`src/rtl/assert_macros.svh`:
```
// assertion macros shared by the rtl files
`ifndef ASSERT_MACROS_SVH
`define ASSERT_MACROS_SVH
`ifndef SYNTHESIS
// cond must never hold at a clock edge outside reset
`define ASSERT_NEVER(lbl, clk, rst, cond, msg) \
  lbl: assert property (@(posedge clk) disable iff (rst) !(cond)) else $error(msg);
// ante implies cons at the same clock edge outside reset
`define ASSERT_IMPLY(lbl, clk, rst, ante, cons, msg) \
  lbl: assert property (@(posedge clk) disable iff (rst) (ante) |-> (cons)) else $error(msg);
`else
`define ASSERT_NEVER(lbl, clk, rst, cond, msg)
`define ASSERT_IMPLY(lbl, clk, rst, ante, cons, msg)
`endif
`endif

```
`src/rtl/b64d_pkg.sv`:
```
// shared types and constants of the base64 stream decoder
package b64d_pkg;

  localparam int QUEUE_DEPTH = 4;

  // one unit of work for the output side: 1 to 3 bytes of a group or an error
  typedef struct packed {
    logic [23:0] word;
    logic [1:0]  count;
    logic        err;
    logic        last;
  } job_t;

  typedef struct packed {
    logic full;
    logic empty;
  } q_status_t;

endpackage

```
`src/rtl/base64_stream_decoder_core.sv`:
```
// base64 stream decoder top level
// Input channel: one character per transaction on char_in with last_in marking
// the end of a message (in_valid / in_ready). Output channel: one decoded byte
// per transaction on byte_out with error_out and last_out (out_valid / out_ready).
// The input side takes one character per cycle while the job queue has room;
// every fourth character, or an error, pushes one job of 1 to 3 bytes.
// The output side sends one byte per cycle while out_ready is high; a full group
// drains before the next completes, and the stream keeps one character per cycle.
// out_valid for the first byte of a group, or an error, rises once the job has
// been written into the queue and then loaded into the output job register,
// when the queue and the output side are idle.
// An error gives a single transaction with byte_out 0, error_out 1, last_out 1;
// after it, characters are dropped up to and including the one with last_in.
// When the receiver stalls, the current byte holds, the queue of QueueDepth jobs
// fills and in_ready drops until the output side frees a slot.
// Reset clears the group position, padding mark, discard flag and the queue;
// no clearing pass is needed and in_ready is high the cycle after reset.
module base64_stream_decoder_core import b64d_pkg::*; #(
  parameter int QueueDepth = QUEUE_DEPTH
) (
  input  logic       clk,
  input  logic       rst,
  input  logic       in_valid,
  output logic       in_ready,
  input  logic [7:0] char_in,
  input  logic       last_in,
  output logic       out_valid,
  input  logic       out_ready,
  output logic [7:0] byte_out,
  output logic       error_out,
  output logic       last_out
);

  q_status_t q_status;
  logic      push;
  job_t      push_job;
  logic      pop;
  job_t      pop_job;

  b64d_front u_front (
    .clk      (clk),
    .rst      (rst),
    .in_valid (in_valid),
    .in_ready (in_ready),
    .char_in  (char_in),
    .last_in  (last_in),
    .q_status (q_status),
    .push     (push),
    .push_job (push_job)
  );

  b64d_queue #(
    .Depth (QueueDepth)
  ) u_queue (
    .clk      (clk),
    .rst      (rst),
    .push     (push),
    .push_job (push_job),
    .pop      (pop),
    .pop_job  (pop_job),
    .q_status (q_status)
  );

  b64d_back u_back (
    .clk       (clk),
    .rst       (rst),
    .q_status  (q_status),
    .pop_job   (pop_job),
    .pop       (pop),
    .out_valid (out_valid),
    .out_ready (out_ready),
    .byte_out  (byte_out),
    .error_out (error_out),
    .last_out  (last_out)
  );

endmodule

```
`src/rtl/b64d_front.sv`:
```
// input side: character classification, group collection and job generation
module b64d_front import b64d_pkg::*; (
  input  logic       clk,
  input  logic       rst,
  input  logic       in_valid,
  output logic       in_ready,
  input  logic [7:0] char_in,
  input  logic       last_in,
  input  q_status_t  q_status,
  output logic       push,
  output job_t       push_job
);

  localparam logic [7:0] PAD_CHAR   = 8'h3D;
  localparam logic [7:0] PLUS_CHAR  = 8'h2B;
  localparam logic [7:0] SLASH_CHAR = 8'h2F;

  // returns {valid, sextet}
  function automatic logic [6:0] sextet_of(input logic [7:0] c);
    logic [7:0] d;
    logic [6:0] r;
    d = 8'h00;
    r = 7'h00;
    if (c >= 8'h41 && c <= 8'h5A) begin
      d = c - 8'h41;
      r = {1'b1, d[5:0]};
    end else if (c >= 8'h61 && c <= 8'h7A) begin
      d = c - 8'h61 + 8'd26;
      r = {1'b1, d[5:0]};
    end else if (c >= 8'h30 && c <= 8'h39) begin
      d = c - 8'h30 + 8'd52;
      r = {1'b1, d[5:0]};
    end else if (c == PLUS_CHAR) begin
      r = {1'b1, 6'd62};
    end else if (c == SLASH_CHAR) begin
      r = {1'b1, 6'd63};
    end else if (c == PAD_CHAR) begin
      r = {1'b1, 6'd0};
    end
    return r;
  endfunction

  logic [17:0] accum, accum_next;
  logic [1:0]  pos, pos_next;
  logic        pad_seen, pad_seen_next;
  logic        discarding, discarding_next;

  logic        accept;
  logic [6:0]  dec;
  logic        is_pad;
  logic [1:0]  pads;

  assign in_ready = !q_status.full;
  assign accept   = in_valid && in_ready;
  assign dec      = sextet_of(char_in);
  assign is_pad   = (char_in == PAD_CHAR);
  assign pads     = {1'b0, pad_seen} + {1'b0, is_pad};

  always_comb begin
    accum_next      = accum;
    pos_next        = pos;
    pad_seen_next   = pad_seen;
    discarding_next = discarding;
    push            = 1'b0;
    push_job        = '{word: 24'h0, count: 2'd1, err: 1'b1, last: 1'b1};
    if (accept) begin
      if (discarding) begin
        if (last_in) begin
          discarding_next = 1'b0;
          pos_next        = 2'd0;
          pad_seen_next   = 1'b0;
        end
      end else if (!dec[6]) begin
        pos_next        = 2'd0;
        pad_seen_next   = 1'b0;
        discarding_next = !last_in;
        push            = 1'b1;
      end else if (pos != 2'd3) begin
        accum_next = {accum[11:0], dec[5:0]};
        pos_next   = pos + 2'd1;
        if (pos == 2'd2 && is_pad) begin
          pad_seen_next = 1'b1;
        end
        // message ends inside a group
        if (last_in) begin
          pos_next      = 2'd0;
          pad_seen_next = 1'b0;
          push          = 1'b1;
        end
      end else begin
        push          = 1'b1;
        push_job.word = {accum, dec[5:0]};
        push_job.err  = 1'b0;
        push_job.last = last_in;
        push_job.count = last_in ? (2'd3 - pads) : 2'd3;
        pos_next      = 2'd0;
        pad_seen_next = 1'b0;
      end
    end
  end

  always_ff @(posedge clk) begin
    if (rst) begin
      pos        <= 2'd0;
      pad_seen   <= 1'b0;
      discarding <= 1'b0;
    end else begin
      pos        <= pos_next;
      pad_seen   <= pad_seen_next;
      discarding <= discarding_next;
    end
  end

  // older sextets shift out before a group completes, so no reset is needed
  always_ff @(posedge clk) begin
    accum <= accum_next;
  end

endmodule

```
`src/rtl/b64d_queue.sv`:
```
// short job queue between the input side and the output side
`include "assert_macros.svh"
module b64d_queue import b64d_pkg::*; #(
  parameter int Depth = QUEUE_DEPTH
) (
  input  logic      clk,
  input  logic      rst,
  input  logic      push,
  input  job_t      push_job,
  input  logic      pop,
  output job_t      pop_job,
  output q_status_t q_status
);

  localparam int PtrW = (Depth > 1) ? $clog2(Depth) : 1;
  localparam int CntW = $clog2(Depth + 1);

  job_t            slots [Depth];
  logic [PtrW-1:0] wr_ptr, rd_ptr;
  logic [CntW-1:0] cnt;

  assign q_status.full  = (cnt == CntW'(Depth));
  assign q_status.empty = (cnt == '0);
  assign pop_job        = slots[rd_ptr];

  always_ff @(posedge clk) begin
    if (rst) begin
      wr_ptr <= '0;
      rd_ptr <= '0;
      cnt    <= '0;
    end else begin
      if (push) begin
        wr_ptr <= (wr_ptr == PtrW'(Depth - 1)) ? '0 : wr_ptr + 1'b1;
      end
      if (pop) begin
        rd_ptr <= (rd_ptr == PtrW'(Depth - 1)) ? '0 : rd_ptr + 1'b1;
      end
      case ({push, pop})
        2'b10:   cnt <= cnt + 1'b1;
        2'b01:   cnt <= cnt - 1'b1;
        default: cnt <= cnt;
      endcase
    end
  end

  always_ff @(posedge clk) begin
    if (push) begin
      slots[wr_ptr] <= push_job;
    end
  end

  `ASSERT_NEVER(a_push_full, clk, rst, push && q_status.full, "push into full queue")
  `ASSERT_NEVER(a_pop_empty, clk, rst, pop && q_status.empty, "pop from empty queue")
  `ASSERT_NEVER(a_cnt_range, clk, rst, cnt > CntW'(Depth), "queue count beyond depth")

endmodule

```
`src/rtl/b64d_back.sv`:
```
// output side: turns queued jobs into one byte transaction per cycle while out_ready is high
`include "assert_macros.svh"
module b64d_back import b64d_pkg::*; (
  input  logic       clk,
  input  logic       rst,
  input  q_status_t  q_status,
  input  job_t       pop_job,
  output logic       pop,
  output logic       out_valid,
  input  logic       out_ready,
  output logic [7:0] byte_out,
  output logic       error_out,
  output logic       last_out
);

  job_t       job;
  logic       job_valid;
  logic [1:0] idx;
  logic       fire;
  logic       done;

  assign fire      = job_valid && out_ready;
  assign done      = fire && (idx == job.count - 2'd1);
  assign pop       = !q_status.empty && (!job_valid || done);
  assign out_valid = job_valid;
  assign error_out = job.err;
  assign last_out  = job.last && (idx == job.count - 2'd1);

  always_comb begin
    case (idx)
      2'd0:    byte_out = job.word[23:16];
      2'd1:    byte_out = job.word[15:8];
      default: byte_out = job.word[7:0];
    endcase
  end

  always_ff @(posedge clk) begin
    if (rst) begin
      job_valid <= 1'b0;
      idx       <= 2'd0;
    end else if (pop) begin
      job_valid <= 1'b1;
      idx       <= 2'd0;
    end else if (done) begin
      job_valid <= 1'b0;
      idx       <= 2'd0;
    end else if (fire) begin
      idx <= idx + 2'd1;
    end
  end

  always_ff @(posedge clk) begin
    if (pop) begin
      job <= pop_job;
    end
  end

  `ASSERT_IMPLY(a_count_nz, clk, rst, job_valid, job.count != 2'd0, "job with no bytes")
  `ASSERT_IMPLY(a_err_single, clk, rst, job_valid && job.err, job.last && job.count == 2'd1, "error job not single and last")
  `ASSERT_IMPLY(a_idx_range, clk, rst, job_valid, idx < job.count, "byte index past job count")

endmodule
```
`config.mk`:
```
export PLATFORM = sky130hd
export DESIGN_NAME = base64_stream_decoder_core
export DESIGN_NICKNAME = d
export VERILOG_FILES = /design/src/rtl/b64d_pkg.sv /design/src/rtl/base64_stream_decoder_core.sv /design/src/rtl/b64d_front.sv /design/src/rtl/b64d_queue.sv /design/src/rtl/b64d_back.sv
export VERILOG_INCLUDE_DIRS = /design/src /design/src/rtl
export SDC_FILE = /design/constraint.sdc
export NUM_CORES = 1
export LEC_CHECK = 0
export BUFFER_PORTS_ARGS = -buffer_cell sky130_fd_sc_hd__clkbuf_2
export CAP_MARGIN = 20
export CORE_ASPECT_RATIO = 1.1
export CORE_MARGIN = 1.5
export CORE_UTILIZATION = 55
export CTS_CLUSTER_DIAMETER = 80
export DETAILED_ROUTE_END_ITERATION = 16
export PLACE_DENSITY = 0.79
export SETUP_SLACK_MARGIN = 0.1
export SYNTH_ARGS = -nofsm -noshare
export SYNTH_HDL_FRONTEND = slang
export SYNTH_SLANG_ARGS = --single-unit
```
`constraint.sdc`:
```
create_clock -name clk -period 6.1 [get_ports clk]
set_input_delay 0 -clock clk [delete_from_list [all_inputs] [get_ports clk]]
set_output_delay 0 -clock clk [all_outputs]
set_load 0.005 [all_outputs]
```
==> results.py <==
metrics = {
    "outcome": {
        "run_status": "complete, no violations",
    },
    "final_layout": {
        "drive_gt1_share_pct": 20.5,
        "multi_input_area_um2": 1910,
        "final_common_cell": "edfxtp_1",
        "final_cells": 630,
        "antenna_cells": 0,
        "final_cell_mix": "edfxtp_1 (158), nand2_1 (30), mux4_2 (28), and2_1 (26), clkbuf_2 (24)",
        "final_nets": 494,
        "regArea_um2": 5030,
        "fillCellCount": 883,
        "area_growth_pct": 13.8,
        "final_area_um2": 8060,
    },
    "worst_setup_path": {
        "crit_path_end_kind": "register",
        "cp.required_ns": 6.45,
        "crit_slowest_cell": "a21oi_4",
        "arrival_ns": 3.35,
        "worstSetupPathType": "register to register",
        "rr_worst_depth": 10,
        "cp_cell_sequence": "xnor2_1 > mux2i_1 > nand2_1 > a21oi_4 > ha_1 > inv_1 > fa_1 > xor2_1 > or3_1 > a21oi_1",
        "r2r_end": "u_queue.cnt[2]$_SDFFE_PP0P_",
        "r2r_start": "u_back.job[3]$_DFFE_PP_",
        "startpoint_type": "register",
        "rrSetupSlack_ns": 3.10,
        "cp_max_fo": 11,
        "critical-path-max-stage-delay_ns": 0.44,
    },
    "synth": {
        "avgSynthCellArea_um2": 16.6,
        "synth_ff_type": "edfxtp_1",
        "synth.area.top_cells": "edfxtp_1 (67%), mux4_2 (8.9%), dfxtp_1 (4.0%), ha_1 (3.4%), and2_1 (2.3%)",
        "yosysSeqAreaShare_pct": 70.9,
        "post-synth-top-area-cell": "edfxtp_1",
        "synth-seq-cells": 172,
        "synth_async_sr_flop_share_pct": 0,
        "synth_top_area_share_pct": 67.0,
        "netlist_area_um2": 7080,
        "yosysWarnings": 0,
        "synth_cells": 427,
        "synth_edf_count": 158,
        "syn_nets": 460,
        "synth_cell_types": 47,
    },
    "global_routing": {
        "overflow": 0,
        "grt_pass1_wl_um": 20800,
        "grt_max_degree": 34,
        "grt_usage_pct": 21.0,
        "grt_pass1_vias": 3883,
        "antenna_found_initial": 0,
    },
    "route": {
        "drc_errors": 0,
        "drt_pass1_iterations": 5,
        "via_per_inst": 6.00,
        "ant_nets": 0,
        "routedWlPerCell_um": 21.1,
        "vias": 3779,
        "drt_wl_total_um": 13300,
        "drt_iter0_drc": 245,
    },
    "timing": {
        "holdWs_ns": 0.0274,
        "relSlewSlack_pct": 33.1,
        "tightest_slew_ns": 1.00,
        "period_needed_ns": 3.00,
        "rsz0062_at_grt": "no",
        "tns_ns": 0,
        "clock.fmax_mhz": 333,
        "skew_ns": 0.0107,
        "period_share_pct": 49.2,
        "slew_viol_final": 0,
        "setup_viol": 0,
        "hold_viol": 0,
    },
    "clocking": {
        "cts_setup_buffers": 0,
        "cts_root_buf": "clkbuf_16",
        "clock_path_buffers": 2,
        "cts_made_buffers": 17,
        "htree_levels": 4,
        "clkTransAtPathRegs_ns": 0.06,
        "cts.sinks": 172,
        "clock_latency_ns": 0.42,
        "cts_tree": "built",
    },
    "floorplanning": {
        "core_area_um2": 12600,
        "start_util_pct": 56.3,
        "rows": 43,
        "pin_count": 25,
        "die-height_um": 122,
        "die_x_um": 111,
        "dieArea_um2": 13600,
    },
    "hold_path": {
        "hp-class": "primary input to register",
        "hold_end": "u_back.idx[1]$_SDFFE_PP0P_",
        "hold_path_depth": 5,
        "hold_start": "out_ready",
    },
    "placement": {
        "portBuffers": 24,
        "placed_cell_area_um2": 7360,
        "dpl.hpwl_um": 7750,
        "place_congestion": 0.921,
        "dpl.cell_count": 595,
    },
    "power": {
        "peakVddDrop_uv": 206,
        "p_leak_uw": 0.00271,
        "p_total_uw": 3390,
        "powerDensity_nw_per_um2": 421,
    },
    "flow_run": {
        "maxCapViolCount": 0,
    },
}
worst max-delay path: cells and delay by family (launching register included):
family / cells / cell delay (ns)
AO/OA/AOI/OAI: 2 / 0.58
XOR/XNOR: 2 / 0.38
adder cells (fa/ha/maj): 2 / 0.68
buffers and inverters: 1 / 0.07
flip-flops: 1 / 0.39
multiplexers: 1 / 0.33
AND/OR/NAND/NOR: 2 / 0.49
routing by layer:
layer	wire [µm]	up-vias	track usage (%)
li1	-	1717	-
met1	5230	1909	24.0
met2	7220	132	37.8
met3	649	21	5.92
met4	201	0	8.07
met5	0	-	0
repair_timing:
item | 4_1_cts | 5_1_grt
setup endpoints to repair | 0 | 0
hold buffers | 3 | 0
hold endpoints to repair | 6 | 0
gates resized for setup | 0 | 0
synth_stat cells, types with 7 or more instances:
cell type and count:
a21oi_1 15, nor2_1 13, a22oi_1 8, inv_1 19
and2_1 26, nand3_1 8, edfxtp_1 158, ha_1 19
nand2_1 30, clkbuf_1 7, nor3_1 8, dfxtp_1 14
mux4_2 28, o21ai_0 15
metrics by stage:
stage / setup WS, ns / utilization [%]
3_3_place_gp: 2.77 / 58.3
5_1_grt: 2.93 / 64.1
3_5_place_dp: 2.57 / 58.5
4_1_cts: 2.47 / 63.9
6_report: 3.10 / 64.1
2_1_floorplan: 2.77 / -
registers in the layout (all words and copies together), names as in the netlist:
| name | count |
|---|---|
| u_queue.rd_ptr | 2 |
| u_back.error_out | 1 |
| u_queue.wr_ptr | 2 |
| u_front.discarding | 1 |
| u_queue.slots | 112 |
| u_back.idx | 2 |
| u_queue.cnt | 3 |
| u_back.out_valid | 1 |
| u_front.pad_seen | 1 |
| u_front.accum | 18 |
| u_front.pos | 2 |
| u_back.job | 27 |
logic make-up (layout without fill, tap and decap cells):
logic type                 count (synthesis)  in the layout  share of synthesized area [%]
and+or+nand+nor                          106            106                           7.74
adders and majority gates                 20             20                           3.64
muxes                                     31             31                           9.33
DFF                                      172            172                           70.9
AOI/OAI and AO/OA                         57             57                           5.39
buffers and inverters                     35             81                           2.24
xor gates and xnor gates                   6              6                          0.742
how the worst max path moves through the flow:
stage | start | slack [ns] | endpoint
floorplan | u_back.job[3]$_DFFE_PP_ | 2.77 | u_queue.cnt[2]$_SDFFE_PP0P_
global placement | u_back.job[3]$_DFFE_PP_ | 2.77 | u_queue.cnt[2]$_SDFFE_PP0P_
detailed placement | u_back.job[3]$_DFFE_PP_ | 2.57 | u_queue.cnt[2]$_SDFFE_PP0P_
CTS | u_back.job[3]$_DFFE_PP_ | 2.47 | u_queue.cnt[2]$_SDFFE_PP0P_
global route | u_back.job[3]$_DFFE_PP_ | 2.93 | u_queue.cnt[2]$_SDFFE_PP0P_
finish | u_back.job[3]$_DFFE_PP_ | 3.10 | u_queue.cnt[2]$_SDFFE_PP0P_
where the power goes:
part | switching [µW] | internal (µW)
sequential | 116 | 1520
combinational | 304 | 265
clock | 427 | 766
total | 848 | 2550
final cells by class:
class	instances	share of cell area (%)
Clock inverter	11	2.70
Clock buffer	20	5.42
Timing Repair Buffer	30	2.45
Tap cell	157	2.44
Multi-Input combinational cell	220	23.7
Sequential cell	172	62.3
Inverter	20	0.931
Note: power is estimated with default switching activity, not from simulation.
